==> config.mk <==
export PLATFORM = sky130hd
export DESIGN_NAME = bf3s_queue
export DESIGN_NICKNAME = d
export VERILOG_FILES = /design/src/bf3s_pkg.sv /design/src/bf3s_queue.sv
export SDC_FILE = /design/constraint.sdc
export NUM_CORES = 1
export LEC_CHECK = 0
export BUFFER_PORTS_ARGS = -buffer_cell sky130_fd_sc_hd__buf_2
export CAP_MARGIN = 20
export CORE_MARGIN = 2
export CORE_UTILIZATION = 58
export DETAILED_ROUTE_END_ITERATION = 10
export PLACE_DENSITY_LB_ADDON = 0.05
export SLEW_MARGIN = 20
export SYNTH_ARGS = -nofsm -noshare
export SYNTH_HDL_FRONTEND = slang
export SYNTH_SLANG_ARGS = --single-unit
==> constraint.sdc <==
create_clock -name clk -period 5.5 [get_ports clk]
set_clock_uncertainty 0.2 [all_clocks]
set_input_delay 1.1 -clock clk [delete_from_list [all_inputs] [get_ports clk]]
set_output_delay 1.1 -clock clk [all_outputs]
set_load 0.1 [all_outputs]
==> src/bf3s_pkg.sv <==
package bf3s_pkg;

  // Line store geometry
  localparam int MAX_WIDTH  = 1024;
  localparam int COL_W      = $clog2(MAX_WIDTH);
  localparam int MAX_HEIGHT = 4096;
  localparam int ROW_W      = $clog2(MAX_HEIGHT);

  // Register field widths
  localparam int MODE_W   = 1;
  localparam int WIDTH_W  = 11;
  localparam int HEIGHT_W = 13;
  localparam int CFG_IDX_W  = 2;
  localparam int CFG_DATA_W = 13;

  // Reset values of the registers
  localparam logic [WIDTH_W-1:0]  WIDTH_RST  = WIDTH_W'(512);
  localparam logic [HEIGHT_W-1:0] HEIGHT_RST = HEIGHT_W'(512);

  // Smallest frame edge
  localparam int MIN_EDGE = 3;

  // Divide by 9: floor(sum * RECIP_9 / 2^RECIP_SHIFT) is exact for sums up to 9*255
  localparam int SUM_W       = 12;
  localparam int RECIP_SHIFT = 16;
  localparam int RECIP_W     = 13;
  localparam logic [RECIP_W-1:0] RECIP_9 = RECIP_W'(((1 << RECIP_SHIFT) + 8) / 9);
  localparam int PROD_W      = SUM_W + RECIP_W;

  // Queue between front and back
  localparam int QUEUE_DEPTH = 4;
  localparam int QPTR_W      = $clog2(QUEUE_DEPTH);

  // Register indexes
  typedef enum logic [CFG_IDX_W-1:0] {
    CFG_MODE   = 2'd0,
    CFG_WIDTH  = 2'd1,
    CFG_HEIGHT = 2'd2,
    CFG_NONE   = 2'd3
  } cfg_idx_t;

  // Filter modes
  localparam logic MODE_AVERAGE = 1'b0;
  localparam logic MODE_SHARPEN = 1'b1;

  typedef logic [7:0] pix_t;

  // Window: index row*3 + col, row 0 oldest, col 2 newest
  typedef pix_t [8:0] win_t;

  typedef struct packed {
    win_t win;
    logic last;
  } q_entry_t;

endpackage

==> src/bf3s_queue.sv <==
module bf3s_queue
  import bf3s_pkg::*;
(
  input  logic     clk,
  input  logic     rst_n,
  input  logic     push,
  input  q_entry_t push_data,
  input  logic     pop,
  output q_entry_t pop_data,
  output logic     full,
  output logic     empty
);

  q_entry_t            slot_r [QUEUE_DEPTH];
  logic [QPTR_W-1:0]   wr_ptr_r, wr_ptr_nxt;
  logic [QPTR_W-1:0]   rd_ptr_r, rd_ptr_nxt;
  logic [QPTR_W:0]     count_r, count_nxt;
  logic                do_push, do_pop;

  assign full     = (count_r == (QPTR_W+1)'(QUEUE_DEPTH));
  assign empty    = (count_r == '0);
  assign do_push  = push && !full;
  assign do_pop   = pop && !empty;
  assign pop_data = slot_r[rd_ptr_r];

  // Advance pointers and fill count
  always_comb begin
    wr_ptr_nxt = do_push ? wr_ptr_r + 1'b1 : wr_ptr_r;
    rd_ptr_nxt = do_pop  ? rd_ptr_r + 1'b1 : rd_ptr_r;
    count_nxt  = count_r;
    if (do_push && !do_pop) begin
      count_nxt = count_r + 1'b1;
    end else if (do_pop && !do_push) begin
      count_nxt = count_r - 1'b1;
    end
  end

  always_ff @(posedge clk) begin
    if (!rst_n) begin
      wr_ptr_r <= '0;
      rd_ptr_r <= '0;
      count_r  <= '0;
    end else begin
      wr_ptr_r <= wr_ptr_nxt;
      rd_ptr_r <= rd_ptr_nxt;
      count_r  <= count_nxt;
    end
  end

  // Store the pushed beat
  always_ff @(posedge clk) begin
    if (do_push) begin
      slot_r[wr_ptr_r] <= push_data;
    end
  end

endmodule

---- After elaboration in Yosys (flattened, before gate mapping) ----
Memories as Yosys holds them, arrays and structs flattened. A register that Yosys moved wholly into a read port is not among the register bits.
Cells that the tools add are included.
Widths: inputs -> output; s select.
storage, ports and cells
  RAM bits ................................ 292
  output and inout port bits .............. 75
  word-level logic and storage cells ...... 25
  register bits ........................... 7
  memories ................................ 1
memory list
  name    words  width  rd ports  clocked after memory_dff  wr ports  line              text
  slot_r  4      73     1         1                         1         bf3s_queue.sv:14  q_entry_t slot_r [QUEUE_DEPTH];
operators by class
  muxes and demuxes ....................... 6
  $add $sub $neg .......................... 4
  reductions and logical operators ........ 10
  equality and inequality tests ........... 1
operators with widths
  operator             count
  $mux 3               2
  $add 2x1->2 const B  2
  $logic_and 1x1->1    4
  $logic_not 1->1      4
  $mux 2               2
  $add 3x1->3 const B  1
  $eq 3x3->1 const B   1
  $logic_not 3->1      1
  $sub 3x1->3 const B  1
  $mux 1               2
  $reduce_bool 2->1    1

---- Depth between registers and ports, before layout ----
  word-level depth ........................ 7
  gate-level depth with buffers ........... 9

---- Worst setup path after synthesis ----
No wires, ideal clock.
  kind .................................... reg2out
  from .................................... register count_r[0]
  to ...................................... output empty
  required time ........................... 4200 ps
  data arrival time ....................... 2469 ps
  stages on the path, launching flop included .. 2
  path slack .............................. 1731 ps
  cell sequence ........................... dfxtp_1 > nor3_1
between the ends
  longest elaborated chain between the ends .. 1
RTL lines
  element                 line              text
  start, declared         bf3s_queue.sv:17  logic [QPTR_W:0] count_r, count_nxt;
  start signal, assigned  bf3s_queue.sv:46  count_r <= count_nxt;
  $logic_not 3->1         bf3s_queue.sv:21  assign empty = (count_r == '0);
  end, declared           bf3s_queue.sv:11  output logic empty
No other way between the ends.

==> impl_metrics.yaml <==
grt:
  grt.total_usage_pct: 19.0
  gr-total-overflow: 0
  grt_start_max_net_pins: 74
  antenna_found_initial: 2
  grt_pass1_vias: 5247
  grt_pass1_wl_um: 28800
clocking:
  htreeDepth: 1
  clockRootBuffer: "clkbuf_16"
  cts_made_buffers: 30
  postCtsResizedCells: 0
  numClockSinks: 301
  clockBufferDepth: 3
  path_clk_slew_ns: 0.06
  cts_tree: "built"
  clock_latency_ns: 0.54
  ctsHoldBuffers: 0
  post_cts_buffers: 0
synthesis:
  synth_area_leaders: "edfxtp_1, mux4_2, dfxtp_1"
  yosys.cell_types.count: 24
  synth.avg_cell_area_um2: 25.8
  yosysMostFrequentCell: "edfxtp_1"
  synth_mux_area_share_pct: 15.1
  netlist.area_leader.share_pct: 79.1
  synth_top_area_cell: "edfxtp_1"
  yosys.area_share.simple_pct: 0.914
  synth_compound_area_share_pct: 0.305
  ys_seq_area_share_pct: 80.7
  syn-cell-area_um2: 11100
  synthTopCellsByCount: "edfxtp_1, mux4_2, dfxtp_1"
  synthArstFlopShare_pct: 0
  postSynthNetCount: 512
  synth-main-ff-cell: "edfxtp_1"
  synth_fa_ha_area_share_pct: 0.745
  synth_edf_count: 292
  synth_top_family_by_area: "multiplexers"
  synth_xor_area_share_pct: 0.316
  netlist_instances: 429
  yosysWarnings: 0
  synth_seq_cells: 301
floorplan:
  ioPinCount: 152
  core_area_um2: 18700
  die_y_um: 142
  die_x_um: 142
  die_area_um2: 20200
  start_util_pct: 59.3
  rows: 50
worst_setup_path:
  timing.rr.start: "count_r[0]"
  reg2reg_depth: 4
  critPathSlowestCell: "dfxtp_4"
  cp-end-kind: "primary output"
  path_class: "reg2out"
  rrSetupSlack_ns: 2.64
  path_cells: "buf_12 > mux4_2 > buf_2"
  rr_endpoint: "slot_r[1][19]"
  worst_path_largest_cell_delay_ns: 0.83
  cp_data_arrival_time_ns: 2.72
  cp_max_fo: 37
  crit_required_ns: 4.20
  startpoint_type: "flip-flop"
worst_hold_path:
  min_to: "wr_ptr_r[1]"
  hold_class: "reg2reg"
  min_path_cells: 2
  hold_start: "wr_ptr_r[1]"
detailed_routing:
  viasPerCell: 5.77
  routed_wirelength_um: 18900
  via_count: 4930
  routedWlPerCell_um: 22.1
  drt_iter0_drc: 303
  postRouteAntennaNets: 0
  drc: 0
  firstDrtPassIters: 4
timing:
  hold_viol: 0
  fmax_mhz: 249
  min_period_ns: 4.02
  period_share_pct: 73.1
  slew_headroom_pct: 32.8
  setup_viol: 0
  hold_slack_ns: 0.300
  worstMarginPinSlew_ns: 1.01
  rsz0062_at_grt: "false"
  setup-tns-final_ns: 0
  drv_slew: 0
layout:
  instances_no_fill: 854
  nets: 683
  multiInputGateArea_um2: 1940
  final-seq-area_um2: 8960
  area_delta_synth_final_pct: 17.0
  final_cell_area_um2: 13000
  drive_above_1_share_pct: 45.0
  fill_cells: 1141
placement:
  hpwl_um: 10600
  placed_cells: 801
  port-buffer-count: 151
  place_congestion: 0.705
  placed_cell_area_um2: 12000
status:
  status: "finished, final reports clean"
run:
  max-cap-violations: 0
==> logic make-up (layout without fill, tap and decap cells) <==
group,count (synthesis),after routing
other,0,2
DFF,301,301
AOI/OAI and AO/OA,4,4
muxes,76,76
xor gates and xnor gates,4,4
and+or+nand+nor,17,17
buffers and inverters,21,210
adders and majority gates,6,6
==> flip-flops by register name, summed over array words and instances, names as in the netlist, named ones only <==
signal    cells
count_r       3
slot_r      292
wr_ptr_r      2
rd_ptr_r      2
==> cell usage in the layout (no fill, tap or decap), drive strengths merged <==
cell | netlist | final
and2 | 8 | 8
mux2i | 3 | 3
clkbuf | 2 | 47
inv | 3 | 4
diode | 0 | 2
clkinv | 0 | 2
o311ai | 1 | 1
dfxtp | 9 | 9
buf | 16 | 157
xor2 | 1 | 1
a21boi | 1 | 1
o31ai | 1 | 1
nor2b | 2 | 2
nor3b | 1 | 1
ha | 5 | 5
nor3 | 1 | 1
nand2 | 4 | 4
o21ai | 1 | 1
edfxtp | 292 | 292
fa | 1 | 1
xnor2 | 3 | 3
or3 | 1 | 1
mux4 | 73 | 73
==> routing by layer <==
| layer | vias up | wire, um | GRT usage, % |
|---|---|---|---|
| li1 | 2168 | - | - |
| met1 | 2571 | 7970 | 26.3 |
| met2 | 157 | 9300 | 30.7 |
| met3 | 32 | 1200 | 4.81 |
| met4 | 2 | 371 | 5.42 |
| met5 | - | 13 | 0 |
==> worst max-delay path by stage <==
stage | slack [ns] | end | start | cells past startpoint
finish | 1.48 | pop_data[13] | flip-flop | 3
global route | 1.28 | pop_data[57] | flip-flop | 3
detailed placement | 1.97 | pop_data[57] | flip-flop | 3
global placement | 1.96 | pop_data[57] | flip-flop | 3
CTS | 1.38 | pop_data[57] | flip-flop | 3
floorplan | 1.73 | empty | count_r[0] | 1
==> cell type report <==
cell class | count | area share, %
flip-flops and latches | 301 | 69.0
multi-input cells | 107 | 14.9
clock buffers | 47 | 7.07
repair buffers | 157 | 6.42
well taps | 234 | 2.26
clock inverters | 3 | 0.154
inverters | 3 | 0.0868
diodes | 2 | 0.0386
==> critical path: cells and delay by family, from the launching register on <==
kind	cells	cell delay, ns
DFF	1	0.83
buffers and inverters	2	0.69
muxes	1	0.58
==> per-stage QoR <==
| stage | utilization, % | setup WS [ns] |
|---|---|---|
| after floorplan | - | 1.73 |
| after global placement | 64.2 | 1.96 |
| after detailed placement | 64.2 | 1.97 |
| after CTS | 69.2 | 1.38 |
| after global routing | 69.3 | 1.28 |
| final | 69.4 | 1.48 |
Power is not shown: default switching activity piles up to over one toggle a cycle in this logic, so the estimate is an artifact.
