### src/bf3s_pkg.sv
package bf3s_pkg;

  // Line store geometry
  localparam int MAX_WIDTH  = 1024;
  localparam int COL_W      = $clog2(MAX_WIDTH);
  localparam int MAX_HEIGHT = 4096;
  localparam int ROW_W      = $clog2(MAX_HEIGHT);

  // Register field widths
  localparam int MODE_W   = 1;
  localparam int WIDTH_W  = 11;
  localparam int HEIGHT_W = 13;
  localparam int CFG_IDX_W  = 2;
  localparam int CFG_DATA_W = 13;

  // Reset values of the registers
  localparam logic [WIDTH_W-1:0]  WIDTH_RST  = WIDTH_W'(512);
  localparam logic [HEIGHT_W-1:0] HEIGHT_RST = HEIGHT_W'(512);

  // Smallest frame edge
  localparam int MIN_EDGE = 3;

  // Divide by 9: floor(sum * RECIP_9 / 2^RECIP_SHIFT) is exact for sums up to 9*255
  localparam int SUM_W       = 12;
  localparam int RECIP_SHIFT = 16;
  localparam int RECIP_W     = 13;
  localparam logic [RECIP_W-1:0] RECIP_9 = RECIP_W'(((1 << RECIP_SHIFT) + 8) / 9);
  localparam int PROD_W      = SUM_W + RECIP_W;

  // Queue between front and back
  localparam int QUEUE_DEPTH = 4;
  localparam int QPTR_W      = $clog2(QUEUE_DEPTH);

  // Register indexes
  typedef enum logic [CFG_IDX_W-1:0] {
    CFG_MODE   = 2'd0,
    CFG_WIDTH  = 2'd1,
    CFG_HEIGHT = 2'd2,
    CFG_NONE   = 2'd3
  } cfg_idx_t;

  // Filter modes
  localparam logic MODE_AVERAGE = 1'b0;
  localparam logic MODE_SHARPEN = 1'b1;

  typedef logic [7:0] pix_t;

  // Window: index row*3 + col, row 0 oldest, col 2 newest
  typedef pix_t [8:0] win_t;

  typedef struct packed {
    win_t win;
    logic last;
  } q_entry_t;

endpackage

### src/bf3s_back.sv
module bf3s_back
  import bf3s_pkg::*;
(
  input  logic     clk,
  input  logic     rst_n,
  input  logic     filter_mode,
  input  logic     q_empty,
  input  q_entry_t q_data,
  output logic     q_pop,
  output logic     out_valid,
  input  logic     out_ready,
  output pix_t     out_pixel,
  output logic     out_last
);

  logic              back_en;

  logic              a_valid_r;
  logic [SUM_W-1:0]  a_sum_r, a_sum_nxt;
  pix_t              a_center_r;
  logic              a_last_r;

  logic              b_valid_r;
  logic [PROD_W-1:0] b_prod_r;
  pix_t              b_center_r;
  logic              b_last_r;

  logic              o_valid_r;
  pix_t              o_pixel_r, o_pixel_nxt;
  logic              o_last_r;

  pix_t              mean, diff;
  logic [8:0]        boosted;

  // Advance the whole back pipe unless the result register is held
  assign back_en   = !o_valid_r || out_ready;
  assign q_pop     = back_en && !q_empty;
  assign out_valid = o_valid_r;
  assign out_pixel = o_pixel_r;
  assign out_last  = o_last_r;

  // Sum the nine window pixels
  always_comb begin
    a_sum_nxt = '0;
    for (int k = 0; k < 9; k++) begin
      a_sum_nxt = a_sum_nxt + SUM_W'(q_data.win[k]);
    end
  end

  // Finish divide by 9 and apply the mode
  always_comb begin
    mean    = b_prod_r[RECIP_SHIFT +: 8];
    diff    = (mean > b_center_r) ? mean - b_center_r : b_center_r - mean;
    boosted = {1'b0, b_center_r} + {1'b0, diff};
    unique case (filter_mode)
      MODE_SHARPEN: o_pixel_nxt = boosted[8] ? 8'hFF : boosted[7:0];
      MODE_AVERAGE: o_pixel_nxt = mean;
      default:      o_pixel_nxt = mean;
    endcase
  end

  always_ff @(posedge clk) begin
    if (!rst_n) begin
      a_valid_r <= 1'b0;
      b_valid_r <= 1'b0;
      o_valid_r <= 1'b0;
    end else if (back_en) begin
      a_valid_r <= !q_empty;
      b_valid_r <= a_valid_r;
      o_valid_r <= b_valid_r;
    end
  end

  // Payload stages
  always_ff @(posedge clk) begin
    if (back_en) begin
      a_sum_r    <= a_sum_nxt;
      a_center_r <= q_data.win[4];
      a_last_r   <= q_data.last;
      b_prod_r   <= PROD_W'(a_sum_r) * PROD_W'(RECIP_9);
      b_center_r <= a_center_r;
      b_last_r   <= a_last_r;
      o_pixel_r  <= o_pixel_nxt;
      o_last_r   <= b_last_r;
    end
  end

endmodule

### config.mk
export PLATFORM = sky130hd
export DESIGN_NAME = bf3s_back
export DESIGN_NICKNAME = d
export VERILOG_FILES = /design/src/bf3s_pkg.sv /design/src/bf3s_back.sv
export SDC_FILE = /design/constraint.sdc
export NUM_CORES = 1
export LEC_CHECK = 0
export ABC_AREA = 1
export CAP_MARGIN = 20
export CELL_PAD_IN_SITES_DETAIL_PLACEMENT = 0
export CELL_PAD_IN_SITES_GLOBAL_PLACEMENT = 1
export CORE_UTILIZATION = 40
export CTS_CLUSTER_DIAMETER = 80
export CTS_CLUSTER_SIZE = 28
export DETAILED_ROUTE_END_ITERATION = 8
export DONT_BUFFER_PORTS = 1
export PLACE_DENSITY = 0.75
export SLEW_MARGIN = 10
export SYNTH_ARGS = -nofsm -noshare
export SYNTH_HDL_FRONTEND = slang
export SYNTH_SLANG_ARGS = --single-unit
### constraint.sdc
create_clock -name clk -period 5.6 [get_ports clk]
set_clock_uncertainty 0.15 [all_clocks]
set_input_delay 1.12 -clock clk [delete_from_list [all_inputs] [get_ports clk]]
set_output_delay 1.12 -clock clk [all_outputs]
set_load 0.05 [all_outputs]
======== Yosys cells after proc, flatten, opt, wreduce, memory -nomap -nowiden ========
Cells that the tools add are included.
storage, ports and cells
  ROM bits ................................ 0
  input port bits ......................... 78
  memories ................................ 0
  output and inout bits ................... 11
  bits in latches ......................... 0
  register bits ........................... 65
  logic and storage cells ................. 32
  RAM bits ................................ 0
cells by class
  mux-type cells .......................... 3
  bitwise logic cells ..................... 1
  divide/modulo/power cells ............... 0
  add/subtract/negate cells ............... 11
  shifts and indexed selects .............. 0
  reductions and logical operators ........ 4
  $lt $le $gt $ge ......................... 1
  eq/ne operators ......................... 0
  $mul .................................... 1
operators by type and width
  operator                                              count
  adder 12 x 8 -> 12 bit                                4
  multiplier 12 x 12 -> 23 bit (second input constant)  1
  adder 8 x 8 -> 9 bit                                  2
  2-to-1 mux 8 bit                                      2
  one-hot mux 8 bit (2 select lines)                    1
  subtractor 8 bit                                      2
  adder 11 x 8 -> 12 bit                                1
  adder 10 x 8 -> 11 bit                                1
  adder 9 x 8 -> 10 bit                                 1
  greater-than comparator 8 bit                         1
  logical NOT 1 bit                                     2
  logical AND 1 bit                                     1
  logical OR 1 bit                                      1
  NOT 1 bit                                             1

======== Depth between registers and ports, before layout ========
  word-level depth ........................ 8
  mapped depth ............................ 23
  mapped depth without buffers ............ 22

======== Least setup slack after synthesis ========
OpenSTA, ideal clock, no wires.
  kind .................................... input -> register
  start ................................... input port q_data[3] (netlist name)
  end ..................................... register a_sum_r[10] (data pin)
  stages .................................. 15
  arrival time ............................ 4.471 ns
  path slack .............................. 0.721 ns
  path buffers ............................ 0
  setup time .............................. 0.258 ns
  data required time ...................... 5.192 ns
  path through ............................ inv_1 fa_1 inv_1 fa_1 fa_1 inv_1 fa_1 inv_1 ha_1 inv_1 fa_1 o21ai_0 nand4_1 nand3_1 xor2_1
between the ends
  word-level cells in the longest chain between the ends .. 8
RTL lines
  what                                  RTL line         source
  from (decl)                           bf3s_back.sv:8   input q_entry_t q_data,
  adder 8 x 8 -> 9 bit                  bf3s_back.sv:46  a_sum_nxt = a_sum_nxt + SUM_W'(q_data.win[k]);
  adder 9 x 8 -> 10 bit                 bf3s_back.sv:46
  adder 10 x 8 -> 11 bit                bf3s_back.sv:46
  adder 11 x 8 -> 12 bit                bf3s_back.sv:46
  adder 12 x 8 -> 12 bit (4 in series)  bf3s_back.sv:46
  via a_sum_nxt[10]                     bf3s_back.sv:19  logic [SUM_W-1:0] a_sum_r, a_sum_nxt;
  to (signal assigned)                  bf3s_back.sv:77  a_sum_r <= a_sum_nxt;
  to (decl)                             bf3s_back.sv:19
The timed path passes the listed nets, and every way through them passes these cells.
A chain may end at the register's enable or synchronous reset.

======== Worst setup path after layout ========
  start ................................... register a_sum_r[3]
  end ..................................... register b_prod_r[20] (data pin)
between the ends
  word-level cells in the longest chain between the ends .. 1
RTL lines
  what                          RTL line         source
  multiplier 12 x 12 -> 23 bit  bf3s_back.sv:80  b_prod_r <= PROD_W'(a_sum_r) * PROD_W'(RECIP_9);
  to (signal assigned)          bf3s_back.sv:80
  to (decl)                     bf3s_back.sv:24  logic [PROD_W-1:0] b_prod_r;
Every way passes these cells.

==> flow_summary_export.csv <==
group,metric,value,unit
status,status,"complete, no violations",
synthesis,synthTopCellsByCount,"inv_1, nand2_1, ha_1, fa_1, edfxtp_1",
timing,setup_viol,0,
run,max-cap-violations,0,
placement,place_congestion,0.827,
timing,setup_ws,791,ps
synthesis,ys_warn_count,0,
synthesis,avgSynthCellArea,8.97,um^2
clock_tree,clock_latency,300,ps
placement,place_hpwl,11600,um
hold_path,hold_start,"a_center_r[4]",
finish,fillerInstances,1655,
synthesis,ys_types,35,
floorplanning,coreArea,16600,um^2
placement,io_buffers,0,
clock_tree,numCtsBuffers,5,
timing,fin_crit,4810,ps
global_route,grt.total_usage,0.158,
hold_path,whs_endpoint,"b_center_r[4]",
setup_path,rr_endpoint,"b_prod_r[20]",
floorplanning,boundaryPins,89,
finish,final_util,0.435,
setup_path,critical_path.endpoint_type,"flop",
clock_tree,numClockSinks,50,
setup_path,worst_path_largest_cell_delay,530,ps
setup_path,ff2ff_setup_slack,790,ps
synthesis,syn_nets,1029,
timing,finalCritPeriodShare,0.859,
timing,timing.slew.headroom,0.324,
floorplanning,fp.dieW,133,um
clock_tree,h-tree-depth,2,
placement,placed_area,7100,um^2
timing,worst-slew-pin-transition,1010,ps
timing,hold_viol,0,
drt,first_pass_iters,4,
clock_tree,ctsResizeCount,0,
drt,drc,0,
global_route,globalRoute.totalOverflow,0,
synthesis,yosysTopAreaCell,"fa_1",
setup_path,rr_startpoint,"a_sum_r[3]",
setup_path,cp_common_cell,"inv_1",
clock_tree,post_cts_buffers,0,
setup_path,worstSetupStartpointType,"flop",
finish,fin_nets,1034,
setup_path,reg2regPathDepth,20,
global_route,grt_max_degree,49,
finish,diodes,0,
global_route,antenna_found_initial,0,
clock_tree,cts_tree,"yes",
finish,drive_above_1_share,0.0273,
placement,place_ws,534,ps
timing,rsz0062_at_grt,"false",
setup_path,cp_cell_sequence,"inv_1 -> fa_1 -> inv_1 -> ha_1 -> inv_1 -> fa_1 -> inv_1 -> fa_1 -> inv_1 -> fa_1 -> inv_1 -> ha_1 -> nand2_1 -> nand2_1 -> a21oi_1 -> nor2_1 -> nor3_1 -> nand2_1 -> nand2_1 -> nand2_1",
floorplanning,rows,47,
synthesis,syn-instance-count,764,
clock_tree,hold_buffers,0,
floorplanning,die_area,17700,um^2
drt,drt-initial-drc-count,245,
synthesis,async_flop_share,0,
hold_path,hold_class,"flop to flop",
synthesis,synth_edf_count,47,
synthesis,synth.area.top_cells,"fa_1, edfxtp_1, ha_1, inv_1, nand2_1",
synthesis,synth_top_area_share,0.251,
global_route,grt_pass1_vias,4754,
synthesis,mappedNetlistArea,6850,um^2
synthesis,synth.most_common_cell,"inv_1",
finish,design_area,7240,um^2
setup_path,cp_max_fo,4,
drt,drt-wirelength-per-cell,13.3,um
clock_tree,ctsLongestPathBuffers,2,
synthesis,seq_area_frac_synth,0.215,
drt,num_vias,4609,
finish,synthToLayoutAreaGrowth,5.73,%
clock_tree,clk_pin_slew_worst_paths,70,ps
setup_path,arrival,4700,ps
clock_tree,cts_root_buf,"clkbuf_16",
global_route,grt_pass1_wl,22100,um
setup_path,slowest_stage,"fa_1",
floorplanning,die-height,133,um
drt,vias_per_cell,4.66,
setup_path,crit_type,"flop to flop",
timing,slew_viol_final,0,
timing,tns,0,ps
timing,max_freq,0.208,GHz
synthesis,ys_ff_latch,50,
hold_path,min_path_cells,0,
setup_path,worst-endpoint-required,5490,ps
synthesis,ys.flop_type,"edfxtp_1",
drt,finalWirelength,13100,um
drt,ant_nets,0,
floorplanning,start_util,0.412,
==> final cells by class <==
class	count	area, um^2	share of cell area
clock buffers	6	129	0.0178
clock inverters	2	13.8	0.00190
inverters	211	795	0.110
multi-input cells	501	4560	0.630
flip-flops and latches	50	1470	0.203
well taps	220	275	0.0380
==> worst max-delay path by stage <==
stage	cells past startpoint	slack, ps	startpoint	to
4_1_cts	20	780	a_sum_r[3]	b_prod_r[20]
3_5_place_dp	15	530	q_data[3]	a_sum_r[10]
3_3_place_gp	15	530	q_data[3]	a_sum_r[10]
6_report	20	790	a_sum_r[3]	b_prod_r[20]
5_1_grt	20	550	a_sum_r[3]	b_prod_r[20]
2_1_floorplan	15	720	q_data[3]	a_sum_r[10]
==> flip-flops by register name, indices dropped and copies added, names as in the netlist, 8 cells and up <==
signal and flops:
b_center_r 8, a_center_r 8, b_prod_r 8, out_pixel 8
a_sum_r 12
==> worst max-delay path: cells and delay by family (launching register included) <==
kind                     cells  cell delay, ps
AND/OR/NAND/NOR              7             670
adder cells (fa/ha/maj)      6            2640
flip-flops                   1             460
buffers and inverters        6             390
AO/OA/AOI/OAI                1             250
==> stage by stage <==
step,hold slack [ps],std cells
2_1_floorplan,250,764
5_1_grt,278,990
3_5_place_dp,255,982
3_3_place_gp,251,982
6_report,272,990
4_1_cts,271,990
==> metal layers <==
layer  track usage  vias up  routed length (um)
li1              -     2383                   -
met1         0.204     2133                6200
met2         0.273       78                6310
met3        0.0249       15                 389
met4        0.0441        0                 245
met5             0        -                   0
==> cells in the final DEF (no fill, tap or decap), drive strengths merged, types with 2 or more instances in the layout <==
master | Yosys | layout
nand4 | 8 | 8
o211ai | 5 | 5
xor2 | 22 | 22
nand3 | 28 | 28
ha | 101 | 101
o21bai | 2 | 2
o22ai | 2 | 2
a21oi | 39 | 39
fa | 86 | 86
a21o | 7 | 7
edfxtp | 47 | 47
inv | 211 | 212
dfxtp | 3 | 3
nor3 | 10 | 10
clkbuf | 1 | 6
nand2 | 128 | 128
xnor2 | 6 | 6
nor2 | 39 | 39
o21ai | 13 | 13
==> cell families after synthesis <==
| family | count (synthesis) | share of synthesized area |
|---|---|---|
| compound gates | 73 | 0.0617 |
| xor+xnor | 28 | 0.0358 |
| flops | 50 | 0.215 |
| buf+inv | 213 | 0.120 |
| fa+ha+maj | 187 | 0.436 |
| simple gates | 213 | 0.132 |
Power is not shown: default switching activity piles up to over one toggle a cycle in this logic, so the estimate is an artifact.
